## src/sv/ri2a_pkg.sv

```systemverilog
`default_nettype none

package ri2a_pkg;

  localparam int DIGIT_W  = 4;
  localparam int DIV_STEP = 8;   // quotient bits resolved per divider cycle

  localparam logic [4:0] BASE_MIN = 5'd2;
  localparam logic [4:0] BASE_MAX = 5'd16;

  localparam logic [7:0] CH_ZERO    = 8'h30;
  localparam logic [7:0] CH_LOWER_A = 8'h61;
  localparam logic [7:0] CH_UPPER_A = 8'h41;

  typedef enum logic [1:0] {
    S_IDLE,
    S_DIV,
    S_EMIT
  } state_t;

  typedef struct packed {
    logic [63:0] value;
    logic [4:0]  base;
    logic        uppercase;
  } cmd_t;

  typedef struct packed {
    logic [7:0] digit_char;
    logic       last;
  } dig_t;

  typedef struct packed {
    logic               done;
    logic [DIGIT_W-1:0] rem;
  } div_res_t;

endpackage

`default_nettype wire

```

## src/sv/ri2a_div.sv

```systemverilog
`default_nettype none

// Iterative radix divider, DIV_STEP quotient bits per cycle.
module ri2a_div #(
  parameter int VALUE_WIDTH = 64
) (
  input  wire logic                     clk,
  input  wire logic                     rst,
  input  wire logic                     start,
  input  wire logic [VALUE_WIDTH-1:0]   operand,
  input  wire logic [4:0]               base,
  output ri2a_pkg::div_res_t            res,
  output logic      [VALUE_WIDTH-1:0]   quot
);

  localparam int CHUNKS = (VALUE_WIDTH + ri2a_pkg::DIV_STEP - 1) / ri2a_pkg::DIV_STEP;
  localparam int PAD_W  = CHUNKS * ri2a_pkg::DIV_STEP;
  localparam int CW     = (CHUNKS > 1) ? $clog2(CHUNKS) : 1;

  logic                          busy;
  logic [CW-1:0]                 cnt;
  logic [PAD_W-1:0]              q_reg;
  logic [PAD_W-1:0]              q_next;
  logic [ri2a_pkg::DIGIT_W-1:0]  rem;
  logic [ri2a_pkg::DIGIT_W-1:0]  rem_next;
  logic [4:0]                    base_r;
  logic [ri2a_pkg::DIV_STEP-1:0] qbits;

  // restoring steps; remainder stays below base, so {rem,bit} fits 5 bits
  always_comb begin
    logic [ri2a_pkg::DIGIT_W-1:0] r;
    logic [4:0]                   t;
    r     = rem;
    qbits = '0;
    for (int j = 0; j < ri2a_pkg::DIV_STEP; j++) begin
      t = {r, q_reg[PAD_W-1-j]};
      if (t >= base_r) begin
        qbits[ri2a_pkg::DIV_STEP-1-j] = 1'b1;
        t = t - base_r;
      end
      r = t[ri2a_pkg::DIGIT_W-1:0];
    end
    rem_next = r;
    q_next   = (q_reg << ri2a_pkg::DIV_STEP) | PAD_W'(qbits);
  end

  always_ff @(posedge clk) begin
    if (rst) begin
      busy <= 1'b0;
    end else if (start) begin
      busy <= 1'b1;
    end else if (res.done) begin
      busy <= 1'b0;
    end
  end

  always_ff @(posedge clk) begin
    if (start) begin
      cnt    <= CW'(CHUNKS - 1);
      q_reg  <= PAD_W'(operand);
      rem    <= '0;
      base_r <= base;
    end else if (busy) begin
      cnt    <= cnt - CW'(1);
      q_reg  <= q_next;
      rem    <= rem_next;
    end
  end

  assign res.done = busy && (cnt == '0);
  assign res.rem  = rem_next;
  assign quot     = q_next[VALUE_WIDTH-1:0];

endmodule

`default_nettype wire

```

## src/sv/ri2a_mem.sv

```systemverilog
`default_nettype none

// Digit store: one write port, one registered read port.
module ri2a_mem #(
  parameter int DEPTH = 64,
  parameter int AW    = 6
) (
  input  wire logic                         clk,
  input  wire logic                         we,
  input  wire logic [AW-1:0]                waddr,
  input  wire logic [ri2a_pkg::DIGIT_W-1:0] wdata,
  input  wire logic                         re,
  input  wire logic [AW-1:0]                raddr,
  output logic      [ri2a_pkg::DIGIT_W-1:0] rdata
);

  logic [ri2a_pkg::DIGIT_W-1:0] mem [DEPTH];

  always_ff @(posedge clk) begin
    if (we) begin
      mem[waddr] <= wdata;
    end
  end

  always_ff @(posedge clk) begin
    if (re) begin
      rdata <= mem[raddr];
    end
  end

endmodule

`default_nettype wire

```

## src/sv/radix_integer_to_ascii_top.sv

```systemverilog
// The single radix divider (8 quotient bits a cycle) yields the digits, least significant
//   first, into the digit store; one digit-store read follows per emitted digit.
// A request is taken only while idle, after the last digit of the one before has been read.
// A bad base is taken and gives nothing.
// Reset: synchronous, active high; clears control state, digit store is not cleared.
`default_nettype none

module radix_integer_to_ascii_top #(
  parameter int VALUE_WIDTH = 64,
  parameter int MAX_DIGITS  = 64
) (
  input  wire logic           clk,
  input  wire logic           rst,
  input  wire logic           cmd_valid,
  output logic                cmd_stall,
  input  wire ri2a_pkg::cmd_t cmd,
  output logic                dig_valid,
  input  wire logic           dig_stall,
  output ri2a_pkg::dig_t      dig
);

  localparam int AW    = $clog2(MAX_DIGITS);
  localparam int CNT_W = $clog2(MAX_DIGITS + 1);

  // ---------------------------------------------------------------- control
  ri2a_pkg::state_t state;
  ri2a_pkg::state_t state_next;

  logic [CNT_W-1:0] n;        // digits produced so far
  logic [CNT_W-1:0] n_inc;
  logic [CNT_W-1:0] left;     // digits still to read out
  logic [CNT_W-1:0] left_m1;
  logic [4:0]       base_r;
  logic             upper_r;

  // output stage: memory read register plus these flags
  logic             out_valid;
  logic             out_last;
  logic             out_upper;

  logic             accept;
  logic             base_ok;
  logic             more;
  logic             issue;

  // divider interface
  logic                         div_start;
  logic [VALUE_WIDTH-1:0]       div_operand;
  logic [4:0]                   div_base;
  ri2a_pkg::div_res_t           div_res;
  logic [VALUE_WIDTH-1:0]       div_quot;

  // digit store interface
  logic                         mem_we;
  logic [ri2a_pkg::DIGIT_W-1:0] mem_rdata;

  assign accept  = cmd_valid && !cmd_stall;
  assign base_ok = (cmd.base >= ri2a_pkg::BASE_MIN) && (cmd.base <= ri2a_pkg::BASE_MAX);
  assign n_inc   = n + CNT_W'(1);
  assign left_m1 = left - CNT_W'(1);

  // keep dividing while the quotient is nonzero and the store has room
  assign more  = (div_quot != '0) && (n_inc < CNT_W'(MAX_DIGITS));

  // read the next digit only when the output stage frees up this cycle
  assign issue = (state == ri2a_pkg::S_EMIT) && (left != '0) && (!out_valid || !dig_stall);

  // next state
  always_comb begin
    state_next = state;
    unique case (state)
      ri2a_pkg::S_IDLE: begin
        if (accept && base_ok) state_next = ri2a_pkg::S_DIV;
      end
      ri2a_pkg::S_DIV: begin
        if (div_res.done && !more) state_next = ri2a_pkg::S_EMIT;
      end
      ri2a_pkg::S_EMIT: begin
        if (left == '0) state_next = ri2a_pkg::S_IDLE;
      end
      default: state_next = ri2a_pkg::S_IDLE;
    endcase
  end

  // state outputs
  always_comb begin
    div_start   = 1'b0;
    div_operand = '0;
    div_base    = base_r;
    mem_we      = 1'b0;
    unique case (state)
      ri2a_pkg::S_IDLE: begin
        div_base = cmd.base;
        if (accept && base_ok) begin
          div_start   = 1'b1;
          div_operand = cmd.value[VALUE_WIDTH-1:0];
        end
      end
      ri2a_pkg::S_DIV: begin
        if (div_res.done) begin
          mem_we = 1'b1;
          if (more) begin
            div_start   = 1'b1;
            div_operand = div_quot;
          end
        end
      end
      ri2a_pkg::S_EMIT: begin
      end
      default: begin
      end
    endcase
  end

  always_ff @(posedge clk) begin
    if (rst) begin
      state     <= ri2a_pkg::S_IDLE;
      out_valid <= 1'b0;
      n         <= '0;
      left      <= '0;
    end else begin
      state <= state_next;

      if (issue) begin
        out_valid <= 1'b1;
      end else if (!dig_stall) begin
        out_valid <= 1'b0;
      end

      if (accept && base_ok) begin
        n <= '0;
      end else if ((state == ri2a_pkg::S_DIV) && div_res.done) begin
        n <= n_inc;
      end

      if ((state == ri2a_pkg::S_DIV) && div_res.done && !more) begin
        left <= n_inc;
      end else if (issue) begin
        left <= left_m1;
      end
    end
  end

  always_ff @(posedge clk) begin
    if (accept) begin
      base_r  <= cmd.base;
      upper_r <= cmd.uppercase;
    end
    // letter case travels with the digit; a new request may change upper_r
    if (issue) begin
      out_last  <= (left == CNT_W'(1));
      out_upper <= upper_r;
    end
  end

  // ---------------------------------------------------------------- datapath
  ri2a_div #(
    .VALUE_WIDTH (VALUE_WIDTH)
  ) u_div (
    .clk     (clk),
    .rst     (rst),
    .start   (div_start),
    .operand (div_operand),
    .base    (div_base),
    .res     (div_res),
    .quot    (div_quot)
  );

  // remainders land least significant first; read back from the top down
  ri2a_mem #(
    .DEPTH (MAX_DIGITS),
    .AW    (AW)
  ) u_mem (
    .clk   (clk),
    .we    (mem_we),
    .waddr (n[AW-1:0]),
    .wdata (div_res.rem),
    .re    (issue),
    .raddr (left_m1[AW-1:0]),
    .rdata (mem_rdata)
  );

  function automatic logic [7:0] to_ascii(input logic [ri2a_pkg::DIGIT_W-1:0] d,
                                          input logic up);
    logic [7:0] d8;
    d8 = {4'b0000, d};
    if (d < 4'd10) begin
      return ri2a_pkg::CH_ZERO + d8;
    end
    return (up ? ri2a_pkg::CH_UPPER_A : ri2a_pkg::CH_LOWER_A) + d8 - 8'd10;
  endfunction

  assign cmd_stall      = (state != ri2a_pkg::S_IDLE);
  assign dig_valid      = out_valid;
  assign dig.digit_char = to_ascii(mem_rdata, out_upper);
  assign dig.last       = out_last;

endmodule

`default_nettype wire

```

## config.mk

```make
export PLATFORM = sky130hd
export DESIGN_NAME = radix_integer_to_ascii_top
export DESIGN_NICKNAME = d
export VERILOG_FILES = /design/src/sv/ri2a_pkg.sv /design/src/sv/ri2a_div.sv /design/src/sv/ri2a_mem.sv /design/src/sv/radix_integer_to_ascii_top.sv
export SDC_FILE = /design/constraint.sdc
export NUM_CORES = 1
export LEC_CHECK = 0
export ABC_AREA = 1
export BUFFER_PORTS_ARGS = -buffer_cell sky130_fd_sc_hd__buf_2
export CAP_MARGIN = 20
export CORE_MARGIN = 5
export CORE_UTILIZATION = 50
export CTS_CLUSTER_SIZE = 30
export DETAILED_ROUTE_END_ITERATION = 16
export PLACE_DENSITY = 0.66
export SLEW_MARGIN = 15
export SYNTH_ARGS = -nofsm -noshare
export SYNTH_HDL_FRONTEND = slang
export SYNTH_SLANG_ARGS = --single-unit
```

## constraint.sdc

```tcl
create_clock -name clk -period 19.4 [get_ports clk]
set_input_delay 2.91 -clock clk [delete_from_list [all_inputs] [get_ports clk]]
set_output_delay 2.91 -clock clk [all_outputs]
set_load 0.01 [all_outputs]
```

==> results of run 1 <==
==> metrics by stage <==
stage	hold WS, ps	cell area, um2	instances
floorplan	400	17100	1678
global placement	458	17900	2148
detailed placement	458	17900	2148
CTS	474	19100	2215
global route	493	19100	2216
finish	467	19100	2216
==> placed cells by master, fill, tap and decap left out, types with 3 or more instances in the layout <==
| master | instances |
|---|---|
| clkbuf_16 | 40 |
| nor2_1 | 315 |
| fa_1 | 8 |
| xnor2_1 | 3 |
| a31oi_1 | 4 |
| nand2_1 | 316 |
| o21ai_1 | 5 |
| inv_2 | 14 |
| bufinv_16 | 3 |
| clkinv_1 | 9 |
| or2_2 | 4 |
| nor3_1 | 7 |
| mux2i_1 | 7 |
| o21ai_0 | 216 |
| nand3_1 | 46 |
| a21oi_1 | 32 |
| clkinv_2 | 6 |
| buf_4 | 10 |
| clkbuf_1 | 8 |
| ha_1 | 45 |
| nand3_2 | 3 |
| edfxtp_1 | 337 |
| o211ai_1 | 58 |
| nand4_1 | 12 |
| buf_2 | 83 |
| inv_1 | 87 |
| nand2_2 | 7 |
| o22ai_1 | 6 |
| nand2_4 | 3 |
| nor2_2 | 11 |
| xor2_1 | 20 |
| dfxtp_1 | 24 |
==> cells by family (layout without fill, tap and decap cells) <==
kind of cell | Yosys count | after routing | share of synthesized area
fa+ha+maj | 54 | 54 | 0.0430
simple gates | 727 | 727 | 0.171
buf+inv | 174 | 264 | 0.0407
compound gates | 327 | 327 | 0.106
xor+xnor | 26 | 26 | 0.0142
mux | 7 | 7 | 0.00410
other cells | 1 | 1 | 0.000219
flops | 362 | 362 | 0.621
==> area by class of cell <==
| class | instances | area (um2) | share of cell area |
|---|---|---|---|
| inverter | 103 | 388 | 0.0203 |
| tap | 448 | 561 | 0.0293 |
| clock buffer | 48 | 1030 | 0.0539 |
| multi-input combinational | 1142 | 5840 | 0.305 |
| sequential | 362 | 10600 | 0.555 |
| clock inverter | 19 | 179 | 0.00935 |
| timing repair buffer | 94 | 518 | 0.0271 |
==> final timing paths <==
path	start	cells past startpoint	to
setup / recovery	u_div.base_r[1]	64	u_div.q_reg[31]
hold / removal	upper_r	0	out_upper
setup reg to reg	u_div.base_r[1]	64	u_div.q_reg[31]
hold reg to reg	upper_r	0	out_upper
==> per-layer routing <==
layer,vias up,global-route usage,share of wire
met3,50,0.0417,0.074
met1,5781,0.294,0.44
met2,399,0.327,0.47
li1,5937,-,-
met4,0,0.0512,0.019
met5,-,0,0
==> worst reg2reg max path: cells and delay by family, from the launching register on <==
family	cells	cell delay, ps
and+or+nand+nor	39	4980
DFF	1	610
adders and majority gates	8	2640
AOI/OAI and AO/OA	7	1600
buffers and inverters	10	1270
==> impl_results.md, run 1 <==
* Net Count, Synth at 1806
* F_max at 0.0869 GHz
* Vias in the first global route at 11700
* Drt drc at 0
* Largest delay contributor family on the critical path: simple AND/OR/NAND/NOR gates
* Final min period at 11510 ps
* Number of gates resized after CTS at 0
* Max cap viols at 0
* Clock Skews at 24.3 ps
* Arrival time of the worst setup path at 11680 ps
* H-tree depth at 2
* Post-Synthesis Cells at 1678
* Final Worst Setup Slack at 7890 ps
* Initial antenna violation count at 0
* RSZ-0062 raised after global routing: false
* Share of post-route cells with drive strength above 1 at 0.111
* Drt total wl at 40100 um
* Total number of vias at 12200
* Inserted Clock Buffers at 39
* Sink Count at 362
* Buf+Inv Stages, Crit Path at 10
* Synthesized flop and latch total at 362
* Cell taking the most area after synthesis: edfxtp_1
* Final setup viols at 0
* DRT antenna net count at 0
* Asr flop ratio synth at 0
* Crit end category: flop
* Fin crit share at 0.593
* Largest net degree at the start of global routing at 113
* I/O pins at 85
* Synth top cells by count: edfxtp_1 (337), nand2_1 (320), nor2_1 (315)
* Worst-Margin Slew at 945 ps
* # fillers at 2829
* Syn Area/Cell at 10.2 um2
* Initial core utilization at 0.509
* Gp weighted congestion at 0.879
* Site Rows at 67
* CP required at 19570 ps
* Clk Latency, worst-skew pair at 540 ps
* Post-CTS Setup Inserts at 0
* Nets at 1870
* Outcome: complete, no violations
* Area Overhead vs Synth at 12.0%
* Yosys cell types at 42
* Ys Warns at 0
* Area contributors post-synth: edfxtp_1 (59%), nand2_1 (7.0%), nor2_1 (6.9%), o21ai_0 (6.4%), ha_1 (3.4%)
* Final Hold Viols at 0
* Number of synthesized flops with an enable pin at 337
* Sequential area share after synthesis at 0.621
* DR iter-0 viols at 1086
* Biggest cell delay along the critical path at 610 ps
* CTS tree: done
* Most numerous cell in the Yosys netlist: edfxtp_1
* Die Span Y at 195 um
* Final Util at 0.569
* WL/cell at 18.1 um
* Grt ovf at 0
* Detailed Place HPWL at 25400 um
* Synth top area share at 0.592
* Clock Path Buffers at 3
* Worst path slowest cell: edfxtp_1
* Reg2reg setup slack at 7890 ps
* Crit-path most repeated cell: nand2_1
* Dpl ws at 8090 ps
* Avg Vias per Cell at 5.49
* Post-Syn Area at 17100 um2
* GRT Total Usage at 0.206
* Post-CTS Hold Fix Bufs at 0
* Die area at 38000 um2
* Kind of start point of the critical path: flop
* Synth Flop Type: edfxtp_1
* CORE AREA at 33600 um2
* Clock slew at reported path FFs at 60 ps
* Die W at 195 um
* Number of inserted diodes at 0
* Worst hold path class: reg2reg
* First-pass DRT Iterations at 5
* Worst rel slew slack at 0.370
* Critical path class: reg2reg
* Max-slew violations at 0
* CTS Root Cell: clkbuf_16
* Critical Path Fanout Max at 64
* I/O Buffers at 83
* Final TNS setup at 0 ps
* Max FFs per register at 256
* First-pass GRT wire length at 62300 um
Power of run 1 is not shown: default switching activity piles up to over one toggle a cycle in this logic, so the estimate is an artifact.
==> run 2: changes to the inputs <==
--- a/config.mk
+++ b/config.mk
@@ -5,7 +5,7 @@
 export SDC_FILE = /design/constraint.sdc
 export NUM_CORES = 1
 export LEC_CHECK = 0
-export ABC_AREA = 1
+export ABC_AREA = 0
 export BUFFER_PORTS_ARGS = -buffer_cell sky130_fd_sc_hd__buf_2
 export CAP_MARGIN = 20
 export CORE_MARGIN = 5
==> constraint.sdc (replaced) <==
create_clock -name clk -period 11.22 [get_ports clk]
set_input_delay 1.683 -clock clk [delete_from_list [all_inputs] [get_ports clk]]
set_output_delay 1.683 -clock clk [all_outputs]
set_load 0.01 [all_outputs]
==> run 2 against run 1 <==
Effect of this change:
- wire length fell by 8.2%
- design area down 1.3%
- largest cell class unchanged
- die area shrank 3.0%
==> impl_results.md, run 2 <==
* CTS tree: done
* Final Hold Viols at 0
* Vias in the first global route at 9340
* Max cap viols at 0
* Die area at 36800 um2
* Synth Area in Adders at 0.0445
* Area Overhead vs Synth at 14.1%
* Most frequent cells in the layout: edfxtp_1 (337), nor2_1 (90), mux2_2 (84), mux4_2 (84), buf_2 (83)
* Final setup viols at 0
* H-tree depth at 2
* CTS Root Cell: clkbuf_16
* Die Span Y at 192 um
* Largest net degree at the start of global routing at 71
* Synthesized flop and latch total at 362
* Clk Latency, worst-skew pair at 540 ps
* Post-CTS Hold Fix Bufs at 0
* I/O pins at 85
* Ys Warns at 0
* Crit end category: flop
* Worst path slowest cell: a211o_2
* Detailed Place HPWL at 23900 um
* Cell taking the most area after synthesis: edfxtp_1
* Max layer used: met5
* First-pass DRT Iterations at 7
* CP required at 11490 ps
* Total number of vias at 9139
* Sequential area share after synthesis at 0.642
* Yosys cell types at 56
* WHS at 431 ps
* Compound-Gate Fraction of Synth Area at 0.0378
* Clock Path Buffers at 3
* Final Worst Setup Slack at 496 ps
* Site Rows at 66
* Share of post-route cells with drive strength above 1 at 0.325
* GRT Total Usage at 0.198
* Critical Path Fanout Max at 8
* Most numerous cell in the Yosys netlist: edfxtp_1
* Avg Vias per Cell at 5.76
* Synth top area share at 0.611
* Drt drc at 0
* Met2 Wirelength at 18100 um
* Die W at 192 um
* Grt ovf at 0
* Post-Syn Area at 16500 um2
* Outcome: complete, no violations
* Number of synthesized flops with an enable pin at 337
* WL/cell at 23.2 um
* Clock slew at reported path FFs at 60 ps
* Post-Synthesis Cells at 1008
* Routed wl met3 at 2490 um
* Worst-Margin Slew at 1200 ps
* I/O Buffers at 83
* Largest family of logic cells by synthesized area: multiplexers
* Drt total wl at 36800 um
* Clock Skews at 23.2 ps
* Nets at 1244
* Number of inserted diodes at 0
* Fin crit share at 0.956
* DRT antenna net count at 0
* Max-slew violations at 0
* Mux contribution to synthesized area at 0.177
* Synth Area in Simple Gates at 0.0578
* Worst hold path class: reg2reg
* Asr flop ratio synth at 0
* Initial antenna violation count at 2
* Synth Flop Type: edfxtp_1
* Critical path class: reg2reg
* Net Count, Synth at 1136
* Synth top cells by count: edfxtp_1 (337), nor2_1 (90), mux2_2 (84), mux4_2 (84), ha_1 (46)
* DR iter-0 viols at 782
* Gp weighted congestion at 0.831
* Final TNS setup at 0 ps
* Initial core utilization at 0.507
* Dpl ws at -199 ps
* Crit-path most repeated cell: ha_1
* Worst rel slew slack at 0.195
* Final Util at 0.579
* Sink Count at 362
* Inserted Clock Buffers at 38
* Most common library cell in the layout ignoring fill and taps: edfxtp_1
* Area contributors post-synth: edfxtp_1 (61%), mux4_2 (11%), mux2_2 (5.7%), ha_1 (3.5%), dfxtp_1 (3.0%)
* Kind of start point of the critical path: flop
* F_max at 0.0933 GHz
* CORE AREA at 32600 um2
* Max FFs per register at 256
* Biggest cell delay along the critical path at 430 ps
* Final min period at 10720 ps
* Arrival time of the worst setup path at 10990 ps
* First-pass GRT wire length at 55000 um
* Met1 wire length at 15200 um
* XOR/XNOR Fraction of Synth Area at 0.0206
* Syn Area/Cell at 16.4 um2
-- run 2: critical path: cells and delay by family, from the launching register on --
kind,cells,cell delay (ps)
simple gates,3,500
buf+inv,6,540
fa+ha+maj,8,2380
mux,5,1750
compound gates,26,4990
flops,1,320
-- run 2: cell type report --
class                   count  area [um2]
multi-input cells         566        5730
inverters                  42         158
clock inverters            26         228
fillers                  2519       13700
repair buffers            106         624
clock buffers              42         976
well taps                 442         553
flip-flops and latches    362       10600
-- run 2: kinds of logic (layout without fill, tap and decap cells) --
family,count (synthesis),count (layout)
DFF,362,362
other,1,1
xor gates and xnor gates,38,38
muxes,177,177
adders and majority gates,54,54
buffers and inverters,81,216
AOI/OAI and AO/OA,96,97
and+or+nand+nor,199,199
-- run 2: path summary, 6_finish.rpt --
check / slack, ps / from / endpoint / cells after the start
max: 500 / u_div.base_r[2] / u_div.base_r[0] / 48
min: 430 / upper_r / out_upper / 0
max reg2reg: 500 / u_div.base_r[2] / u_div.base_r[0] / 48
min reg2reg: 430 / upper_r / out_upper / 0
-- run 2: metal layers --
metal  global-route usage  vias up
li1                     -     4162
met5                    0        -
met2                0.333      311
met1                0.265     4596
met3               0.0383       66
met4               0.0591        4
-- run 2: per-stage QoR --
stage / cell area [um2] / std cells
final: 18900 / 1586
after detailed placement: 17600 / 1514
after floorplan: 16600 / 1008
after global placement: 17600 / 1514
after global routing: 18900 / 1586
after CTS: 18800 / 1583
-- run 2: timing repair --
action,CTS,global route
gates resized for setup,2,18
cloned,0,1
setup endpoints to repair,144,278
buffers inserted,1,1
pin swaps,2,6
Power of run 2 is left out for the same reason.
